[src/design/npc_pkg.sv]
`timescale 1ns / 1ps

package npc_pkg;

    // Default palette depth and field widths.
    localparam int PALETTE_ENTRIES_DEF = 256;
    localparam int ENTRY_W             = 18;
    localparam int DIST_W              = 18;
    localparam int QUEUE_DEPTH         = 2;

    // Configuration register indexes and reset values.
    localparam int CFG_IDX_W = 1;
    localparam logic [CFG_IDX_W-1:0] CFG_ALPHA_THRESHOLD   = 1'b0;
    localparam logic [CFG_IDX_W-1:0] CFG_TRANSPARENT_INDEX = 1'b1;
    localparam logic [7:0] ALPHA_THRESHOLD_RST   = 8'd128;
    localparam logic [7:0] TRANSPARENT_INDEX_RST = 8'd255;

    // Action codes carried in the input word.
    localparam logic ACT_WRITE = 1'b0;
    localparam logic ACT_QUERY = 1'b1;

    // Starting value of the running minimum; above any real distance.
    localparam logic [DIST_W-1:0] DIST_INIT = '1;

    typedef struct packed {
        logic       action;
        logic [7:0] entry_index;
        logic [5:0] entry_red;
        logic [5:0] entry_green;
        logic [5:0] entry_blue;
        logic [7:0] pixel_red;
        logic [7:0] pixel_green;
        logic [7:0] pixel_blue;
        logic [7:0] pixel_alpha;
    } t_in_word;

    typedef struct packed {
        logic [7:0]        color_index;
        logic              is_transparent;
        logic [DIST_W-1:0] best_distance;
    } t_out_word;

    // Job kinds decided by the front end.
    typedef enum logic [1:0] {
        KIND_WRITE,
        KIND_CLEAR,
        KIND_SCAN
    } t_kind;

    typedef struct packed {
        t_kind    kind;
        t_in_word word;
    } t_job;

    typedef enum logic [1:0] {
        BK_IDLE,
        BK_SCAN,
        BK_DRAIN,
        BK_EMIT
    } t_back_state;

    // Palette entries are stored as red, green, blue from the top down.
    function automatic logic [ENTRY_W-1:0] pack_entry(input logic [5:0] red,
                                                      input logic [5:0] green,
                                                      input logic [5:0] blue);
        return {red, green, blue};
    endfunction

    // Square of the absolute difference of two 8-bit components.
    function automatic logic [15:0] sq_diff(input logic [7:0] a, input logic [7:0] b);
        logic [7:0] d;
        d = (a > b) ? (a - b) : (b - a);
        return 16'(d) * 16'(d);
    endfunction

endpackage

[src/design/npc_front.sv]
`timescale 1ns / 1ps

module npc_front (
    input  logic              i_clk,
    input  logic              i_rst_n,
    input  logic              i_in_valid,
    output logic              o_in_stall,
    input  npc_pkg::t_in_word i_in_word,
    input  logic [7:0]        i_alpha_threshold,
    output logic              o_job_valid,
    output npc_pkg::t_job     o_job,
    input  logic              i_job_pop
);

    localparam int QAW = (npc_pkg::QUEUE_DEPTH > 1) ? $clog2(npc_pkg::QUEUE_DEPTH) : 1;
    localparam int QCW = $clog2(npc_pkg::QUEUE_DEPTH + 1);

    npc_pkg::t_job  r_q [npc_pkg::QUEUE_DEPTH];
    npc_pkg::t_job  in_job;
    logic [QAW-1:0] r_wr_ptr;
    logic [QAW-1:0] r_rd_ptr;
    logic [QCW-1:0] r_count;
    logic           push;
    logic           pop;

    // Classify each word as a palette write, a transparent pixel or a full scan.
    always_comb begin
        in_job.word = i_in_word;
        priority if (i_in_word.action == npc_pkg::ACT_WRITE) begin
            in_job.kind = npc_pkg::KIND_WRITE;
        end else if (i_in_word.pixel_alpha < i_alpha_threshold) begin
            in_job.kind = npc_pkg::KIND_CLEAR;
        end else begin
            in_job.kind = npc_pkg::KIND_SCAN;
        end
    end

    assign o_in_stall  = (r_count == QCW'(npc_pkg::QUEUE_DEPTH));
    assign o_job_valid = (r_count != '0);
    assign o_job       = r_q[r_rd_ptr];
    assign push        = i_in_valid && !o_in_stall;
    assign pop         = i_job_pop && o_job_valid;

    // Queue storage.
    always_ff @(posedge i_clk) begin
        if (push) begin
            r_q[r_wr_ptr] <= in_job;
        end
    end

    // Queue pointers and fill count.
    always_ff @(posedge i_clk) begin
        if (!i_rst_n) begin
            r_wr_ptr <= '0;
            r_rd_ptr <= '0;
            r_count  <= '0;
        end else begin
            if (push) begin
                r_wr_ptr <= (r_wr_ptr == QAW'(npc_pkg::QUEUE_DEPTH - 1)) ? '0 : r_wr_ptr + 1'b1;
            end
            if (pop) begin
                r_rd_ptr <= (r_rd_ptr == QAW'(npc_pkg::QUEUE_DEPTH - 1)) ? '0 : r_rd_ptr + 1'b1;
            end
            if (push && !pop) begin
                r_count <= r_count + 1'b1;
            end else if (pop && !push) begin
                r_count <= r_count - 1'b1;
            end
        end
    end

    // The fill count never passes the queue depth.
    a_count_bound: assert property (@(posedge i_clk) disable iff (!i_rst_n)
        r_count <= QCW'(npc_pkg::QUEUE_DEPTH))
        else $error("queue count above depth");

    // A push without a pop grows the queue by exactly one word.
    a_count_push: assert property (@(posedge i_clk) disable iff (!i_rst_n)
        (push && !pop) |=> (r_count == $past(r_count) + 1'b1))
        else $error("queue count did not follow a push");

endmodule

[config.mk]
export PLATFORM = sky130hd
export DESIGN_NAME = npc_front
export DESIGN_NICKNAME = d
export VERILOG_FILES = /design/src/design/npc_pkg.sv /design/src/design/npc_front.sv
export SDC_FILE = /design/constraint.sdc
export NUM_CORES = 1
export LEC_CHECK = 0
export ABC_AREA = 0
export BUFFER_PORTS_ARGS = -buffer_cell sky130_fd_sc_hd__buf_4
export CORE_MARGIN = 1.5
export CORE_UTILIZATION = 35
export DETAILED_ROUTE_END_ITERATION = 10
export PLACE_DENSITY = 0.64
export REMOVE_ABC_BUFFERS = 1
export SYNTH_ARGS = -nofsm -noshare
export SYNTH_HDL_FRONTEND = slang
export SYNTH_SLANG_ARGS = --single-unit
[constraint.sdc]
create_clock -name i_clk -period 4.38 [get_ports i_clk]
set_input_delay 0.876 -clock i_clk [delete_from_list [all_inputs] [get_ports i_clk]]
set_output_delay 0.876 -clock i_clk [all_outputs]
set_load 0.05 [all_outputs]
==> metrics, run 1 <==
routed length per instance=15.3 um; Top FF cell, synth=edfxtp_1; FF/Latch Area=3760 sq um; Slew headroom=30.6%; H-tree level count=4; Fin Clk Skew=0.00505 ns; WP data arrival=2.25 ns; IO Pins=134; Root Driver=clkbuf_16; fraction of layout instances using a drive strength above 1=57.0%; Initial Util=36.0%; Leak=0.00255 uW; fin crit period=3.12 ns; fillers=1159; RSZ-0062 raised after global routing=no; Nets=471; CP max FO=29; post-synth top area share=76.2%; power after layout=4640 uW; cell count after synthesis=242; clk buf depth=2; Async SR Flop Fraction=0%; drt initial violations=197; Clk Latency, worst-skew pair=0.41 ns; Synth area leader=edfxtp_1; multi-input logic area=982 sq um; post-CTS sizing=0; CORE AREA=13300 sq um; Setup crit start kind=flip-flop; Routed WL=8910 um; initial antenna violation count=0; pin slew with the least headroom to its limit=1.04 ns; CP endpoint kind=output pin; Area contributors post-synth=edfxtp_1 (76%), mux2_2 (14%), dfxtp_1 (2.1%), ha_1 (2.1%), inv_1 (0.78%); GRT Residual Overflow=0; Fin. Hold Viols=0; CTS Sinks=127; Routed Antenna Nets=0; setup bufs post-CTS=0; max-slew violations=0; post-synthesis sequential area ratio=78.3%; Min-Delay Path Class=reg -> reg; vias in the first global route=2785; Power Density=698 nW/um^2; Highest Clock Rate=320 MHz; top-count cell post-synth=edfxtp_1; Layout area overhead=38.2%; Tot GR Track Use=13.0%; Final GP Congestion=0.692; Die Y-Extent=120 um; VDD IR max=0.000340 V; WS Path Type=reg -> out; CTS Hold Buffers Added=0; CP max stage cell=dfxtp_2; Final setup viols=0; drt drc=0; CP max stage delay=0.76 ns; setup total negative slack=0 ns; Worst Path Buf+Inv=2; largest net degree at the start of global routing=62; commonest cells in the netlist=edfxtp_1 (122), mux2_2 (61), inv_1 (10); Synth warnings=0; crit-path cells=buf_4, mux2_2, buf_4; CP most frequent cell=buf_4; Final HPWL DP=5700 um; die width=120 um; I/O Buffers=133; global-route wire length before repair=13800 um; Rows=42; via count=2597; status=complete, no violations; Avg Cell Area, Syn=19.9 sq um; Netlist Area Pre-Place=4810 sq um; Worst-path clk slew=0.05 ns; Post-synth EDFFs=122; drt pass-1 iters=6; DIE AREA=14500 sq um; Synth cell types=23; crit-path leading delay family=flip-flops; CTS Buf Count=17; max_cap viols=0; period utilisation layout=71.3%; routed vias/inst=4.47; final core occ=49.8%; n_diodes=0; #FFs+latches synth=127; CP required=3.50 ns; CTS tree=done
[sequential cells by signal, indices dropped and copies added, names as in the netlist, named ones only]
name and flops:
r_rd_ptr 1, r_q 122, r_wr_ptr 1, r_count 2
[final timing paths]
path	cells after the start	startpoint	end	slack [ns]
setup / recovery	3	flip-flop	o_job[29]	1.26
hold / removal	2	r_count[1]$_SDFFE_PN0P_	r_count[1]$_SDFFE_PN0P_	0.53
setup reg to reg	3	r_count[0]$_SDFFE_PN0P_	r_q[1][35]$_DFFE_PP_	2.25
hold reg to reg	2	r_count[1]$_SDFFE_PN0P_	r_count[1]$_SDFFE_PN0P_	0.53
[where the power goes]
group / internal (uW) / total, uW / switching, uW
logic: 537 / 1570 / 1040
registers: 1560 / 1640 / 82.0
clock network: 942 / 1420 / 478
total: 3040 / 4640 / 1600
[logic make-up after synthesis]
| family | after synthesis | synth area share (%) |
|---|---|---|
| and+or+nand+nor | 16 | 2.03 |
| buffers and inverters | 17 | 1.48 |
| adders and majority gates | 8 | 2.08 |
| muxes | 61 | 14.3 |
| xor gates and xnor gates | 4 | 0.729 |
| AOI/OAI and AO/OA | 9 | 1.12 |
| DFF | 127 | 78.3 |
[cell type report]
type / count / share of cell area [%]
inverters: 10 / 0.565
flip-flops and latches: 127 / 56.7
well taps: 176 / 3.31
clock buffers: 19 / 6.52
repair buffers: 138 / 15.6
clock inverters: 13 / 2.56
multi-input cells: 98 / 14.8
[per-stage QoR]
stage | cell area [sq um] | hold slack [ns] | instances | worst slack [ns]
floorplan | 4770 | 0.473 | 235 | 0.383
global placement | 6040 | 0.492 | 549 | 1.64
detailed placement | 6040 | 0.516 | 549 | 1.64
CTS | 6640 | 0.525 | 581 | 1.19
global route | 6640 | 0.586 | 581 | 1.12
finish | 6640 | 0.531 | 581 | 1.26
[placed cells by master, fill, tap and decap left out, drive strengths merged]
cell / n
inv: 10
dfxtp: 5
clkinvlp: 2
ha: 8
edfxtp: 122
nand2b: 2
a2111o: 1
xor2: 1
buf: 138
nand2: 3
and2: 5
nand4: 1
clkinv: 7
mux2: 61
a21oi: 4
or2: 1
o21ai: 3
and3: 1
bufinv: 4
or3: 1
xnor2: 3
nor2: 1
a21boi: 1
clkbuf: 19
nor2b: 1
[tightest hold or removal path: stages, from the launching register on]
cell and delay, ns:
dfxtp_1 0.33, o21ai_0 0.07, a21boi_0 0.08
[layer usage]
| layer | part of all wire (%) | GRT usage (%) | vias to the layer above |
|---|---|---|---|
| met1 | 41 | 14.9 | 1254 |
| met3 | 6.8 | 5.61 | 19 |
| met4 | 1.8 | 5.51 | 0 |
| met2 | 50 | 21.2 | 87 |
| met5 | 0 | 0 | - |
| li1 | - | - | 1237 |
Note: power is estimated with default switching activity, not from simulation.
==> run 2: changes to the inputs <==
PLACE_DENSITY = 0.66   (was 0.64)
clock period = 2.7 ns   (was 4.38 ns; I/O delays follow)
==> metrics, run 2 (synthesized netlist as in run 1, its figures left out) <==
Largest Register=r_q (unchanged); DIE AREA=14500 sq um (unchanged); Slew headroom=68.6% (was 30.6%); clock group share of total power=27.6% (was 30.6%); fin crit period=2.30 ns; commonest cells after routing, fill and taps aside=buf_4 (135), edfxtp_1 (122), mux2_2 (61) (was buf_4 (138), edfxtp_1 (122), mux2_2 (61)); largest net degree at the start of global routing=62 (unchanged); drt initial violations=95 (was 197); Fin. Hold Viols=0 (unchanged); final core occ=49.3% (was 49.8%); IO Pins=134 (unchanged); multi-input logic area=982 sq um (unchanged); CORE AREA=13300 sq um (unchanged); fillers=1162 (was 1159); Highest Clock Rate=434 MHz; Final HPWL DP=5470 um (was 5700 um); Routed Antenna Nets=0 (unchanged); WP data arrival=1.76 ns (was 2.25 ns); Fin Clk Skew=0.0115 ns (was 0.00505 ns); fin cells=580 (was 581); CTS Sinks=127 (unchanged); CTS Buf Count=17 (unchanged); I/O Buffers=133 (unchanged); max-slew violations=0 (unchanged); period utilisation layout=85.4%; initial antenna violation count=0 (unchanged); drt pass-1 iters=4 (was 6); pin slew with the least headroom to its limit=0.471 ns (was 1.04 ns); Min-Delay Path Class=in -> reg (was reg -> reg); CTS tree=done (unchanged); Nets=470 (was 471); Setup crit start kind=flip-flop (unchanged); setup total negative slack=0 ns (unchanged); clk buf depth=2 (unchanged); Root Driver=clkbuf_16 (unchanged); Power Density=1090 nW/um^2 (was 698 nW/um^2); Hold Startpoint=i_in_word[54] (was r_count[1]$_SDFFE_PN0P_); max_cap viols=0 (unchanged); Final GP Congestion=0.703 (was 0.692); placed cells=548 (was 549); setup bufs post-CTS=0 (unchanged); routed length per instance=14.6 um (was 15.3 um); CP endpoint kind=output pin (unchanged); Leak=0.00252 uW (was 0.00255 uW); routed vias/inst=4.44 (was 4.47); Rows=42 (unchanged); CP required=2.16 ns (was 3.50 ns); FF/Latch Area=3760 sq um (unchanged); final worst slack=0.396 ns (was 1.26 ns); Worst-path clk slew=0.05 ns (about the same); Die Y-Extent=120 um (unchanged); Initial Util=36.0% (unchanged); Final setup viols=0 (unchanged); drt drc=0 (unchanged); internal power=4660 uW (was 3040 uW); Setup WS pre-CTS=0.806 ns (was 1.64 ns); post-CTS sizing=0 (unchanged); Tot GR Track Use=12.3% (was 13.0%); CP max FO=35 (was 29); RSZ-0062 raised after global routing=no (unchanged); WS Path Type=reg -> out (unchanged); Routed WL=8470 um (was 8910 um); Clk Latency, worst-skew pair=0.41 ns (about the same); sw frac=35.3% (was 34.4%); Layout area overhead=36.7% (was 38.2%); sequential power share=36.1% (was 35.4%); H-tree level count=4 (unchanged); commonest non-fill, non-tap cell in the layout=buf_4 (unchanged); max reg flops=122 (unchanged); Comb power frac=36.3% (was 33.9%); GRT Residual Overflow=0 (unchanged); die width=120 um (unchanged); Psw=2540 uW (was 1600 uW); VDD IR max=0.000570 V (was 0.000340 V); via count=2577 (was 2597); largest registers=r_q x122, r_count x2 (unchanged); fraction of layout instances using a drive strength above 1=56.4% (was 57.0%); n_diodes=0 (unchanged); vias in the first global route=2683 (was 2785); FF-to-FF Start=r_count[0]$_SDFFE_PN0P_ (unchanged); global-route wire length before repair=13000 um (was 13800 um); status=complete, no violations (unchanged); CTS Hold Buffers Added=0 (unchanged)
[run 2: power by group through the flow]
| stage | Combinational (uW) | Sequential [uW] | Clock [uW] |
|---|---|---|---|
| floorplan | 1790 | 2720 | 0 |
| global placement | 2640 | 2630 | 0 |
| detailed placement | 2650 | 2640 | 0 |
| CTS | 2660 | 2600 | 2060 |
| global route | 2760 | 2620 | 2120 |
| finish | 2620 | 2600 | 1980 |
[run 2: worst paths after layout]
check / end / slack, ns / cells after the start
worst min-delay path: r_q[0][54]$_DFFE_PP_ / 0.31 / 1
worst max-delay path: o_job[27] / 0.40 / 3
worst min register to register: r_count[1]$_SDFFE_PN0P_ / 0.51 / 2
worst max register to register: r_count[1]$_SDFFE_PN0P_ / 1.02 / 6
[run 2: routing by layer]
metal  track usage, %  routed length [um]  up-vias
met5                0                   0        -
met4             6.18                 175        0
met3             5.75                 669       16
met2             20.4                4270       93
met1             13.1                3360     1234
li1                 -                   -     1234
[run 2: worst max-delay path: stages, from the launching register on]
cell and delay [ns]:
dfxtp_2 0.32, buf_4 0.40, mux2_2 0.42, buf_4 0.20
[run 2: per-stage QoR]
step	hold slack, ns	area, sq um	total power [uW]
CTS	0.282	6580	7320
detailed placement	0.509	6060	5290
floorplan	0.473	4770	4510
global placement	0.484	6060	5260
global route	0.287	6580	7500
finish	0.311	6580	7200
[run 2: cell type report]
type / instances / area share [%]
multi-input combinational: 98 / 14.9
clock inverter: 9 / 1.05
clock buffer: 23 / 6.81
tap: 176 / 3.35
inverter: 10 / 0.571
timing repair buffer: 137 / 16.0
sequential: 127 / 57.3
==> run 3: changes to the inputs <==
CTS_BUF_LIST = sky130_fd_sc_hd__clkbuf_8   (was not set)
SKIP_LAST_GASP = 1   (was not set)
==> metrics, run 3 (synthesized netlist as in run 1, its figures left out) <==
max reg flops=122 (unchanged); CP required=2.16 ns (about the same); die width=120 um (unchanged); DIE AREA=14500 sq um (unchanged); CTS Buf Count=17 (unchanged); period utilisation layout=86.0% (was 85.4%); Setup WS pre-CTS=0.806 ns (unchanged); fin cells=580 (unchanged); Slew headroom=69.4% (was 68.6%); Fin. Hold Viols=0 (unchanged); via count=2566 (was 2577); Routed WL=8490 um (was 8470 um); Rows=42 (unchanged); Layout area overhead=32.8% (was 36.7%); WS Path Type=reg -> out (unchanged); Nets=470 (unchanged); pin slew with the least headroom to its limit=0.459 ns (was 0.471 ns); Final GP Congestion=0.703 (unchanged); CP max FO=35 (unchanged); largest registers=r_q x122, r_count x2 (unchanged); Power Density=1030 nW/um^2 (was 1090 nW/um^2); max-slew violations=0 (unchanged); Largest Register=r_q (unchanged); Final HPWL DP=5470 um (unchanged); CP endpoint kind=output pin (unchanged); final worst slack=0.378 ns (was 0.396 ns); Die Y-Extent=120 um (unchanged); Comb power frac=39.8% (was 36.3%); initial antenna violation count=0 (unchanged); fin crit period=2.32 ns (was 2.30 ns); sw frac=37.6% (was 35.3%); fraction of layout instances using a drive strength above 1=56.4% (unchanged); clock group share of total power=20.7% (was 27.6%); sequential power share=39.5% (was 36.1%); I/O Buffers=133 (unchanged); routed vias/inst=4.42 (was 4.44); Final setup viols=0 (unchanged); RSZ-0062 raised after global routing=no (unchanged); global-route wire length before repair=12900 um (was 13000 um); fillers=1190 (was 1162); commonest non-fill, non-tap cell in the layout=buf_4 (unchanged); Initial Util=36.0% (unchanged); Clk Latency, worst-skew pair=0.44 ns (was 0.41 ns); Highest Clock Rate=431 MHz (was 434 MHz); largest net degree at the start of global routing=62 (unchanged); Leak=0.00246 uW (was 0.00252 uW); Root Driver=clkbuf_8 (was clkbuf_16); setup total negative slack=0 ns (unchanged); CORE AREA=13300 sq um (unchanged); Routed Antenna Nets=0 (unchanged); WP data arrival=1.78 ns (was 1.76 ns); Setup crit start kind=flip-flop (unchanged); drt initial violations=83 (was 95); clk buf depth=2 (unchanged); post-CTS sizing=0 (unchanged); placed cells=548 (unchanged); IO Pins=134 (unchanged); Tot GR Track Use=12.3% (about the same); Worst-path clk slew=0.07 ns (was 0.05 ns); Fin Clk Skew=0.00785 ns (was 0.0115 ns); CTS Sinks=127 (unchanged); drt drc=0 (unchanged); drt pass-1 iters=4 (unchanged); internal power=4100 uW (was 4660 uW); n_diodes=0 (unchanged); CTS tree=done (unchanged); VDD IR max=0.000566 V (was 0.000570 V); CTS Hold Buffers Added=0 (unchanged); status=complete, no violations (unchanged); setup bufs post-CTS=0 (unchanged); Psw=2470 uW (was 2540 uW); max_cap viols=0 (unchanged); commonest cells after routing, fill and taps aside=buf_4 (135), edfxtp_1 (122), mux2_2 (61) (unchanged); Min-Delay Path Class=in -> reg (unchanged); vias in the first global route=2659 (was 2683); H-tree level count=4 (unchanged); routed length per instance=14.6 um (about the same); GRT Residual Overflow=0 (unchanged)
-- run 3: changes by cell type in the layout (fill, tap and decap cells not counted), sizes merged --
cell | previous run | this run
inv | 10 | 16
clkbuf | 23 | 17
-- run 3: power groups by stage --
| stage | Sequential [uW] | Clock [uW] | Combinational (uW) |
|---|---|---|---|
| after global placement | 2630 | 0 | 2640 |
| final | 2590 | 1360 | 2620 |
| after floorplan | 2720 | 0 | 1790 |
| after CTS | 2600 | 1420 | 2660 |
| after detailed placement | 2640 | 0 | 2650 |
| after global routing | 2620 | 1490 | 2760 |
-- run 3: final cells by class --
cell class	count	area [sq um]	share of cell area, %
clock buffers	17	234	3.67
repair buffers	137	1050	16.5
inverters	10	37.5	0.588
clock inverters	15	91.3	1.43
flip-flops and latches	127	3760	59.0
well taps	176	220	3.45
multi-input cells	98	982	15.4
-- run 3: path summary, 6_finish.rpt --
kind	start	end	slack (ns)	cells past startpoint
setup / recovery	flip-flop	o_job[27]	0.38	3
setup reg to reg	r_count[0]$_SDFFE_PN0P_	r_count[1]$_SDFFE_PN0P_	1.02	6
hold / removal	i_in_word[18]	r_q[1][18]$_DFFE_PP_	0.28	1
hold reg to reg	r_count[1]$_SDFFE_PN0P_	r_count[1]$_SDFFE_PN0P_	0.51	2
-- run 3: metal layers --
layer / vias up / global-route usage, % / routed length (um)
met5: - / 0 / 0
li1: 1231 / - / -
met3: 17 / 5.75 / 683
met4: 0 / 6.84 / 204
met1: 1225 / 13.3 / 3430
met2: 93 / 20.1 / 4170
-- run 3: critical path, stage by stage, from the launching register on --
cell     delay (ns)
dfxtp_2        0.32
buf_4          0.39
mux2_2         0.42
buf_4          0.20
-- run 3: stage by stage --
step	utilization (%)	power [uW]	cell area, sq um	hold slack, ns
floorplan	-	4510	4770	0.473
global placement	45.4	5260	6060	0.484
detailed placement	45.4	5290	6060	0.509
CTS	47.8	6670	6380	0.245
global route	47.8	6870	6380	0.240
finish	47.8	6570	6380	0.285
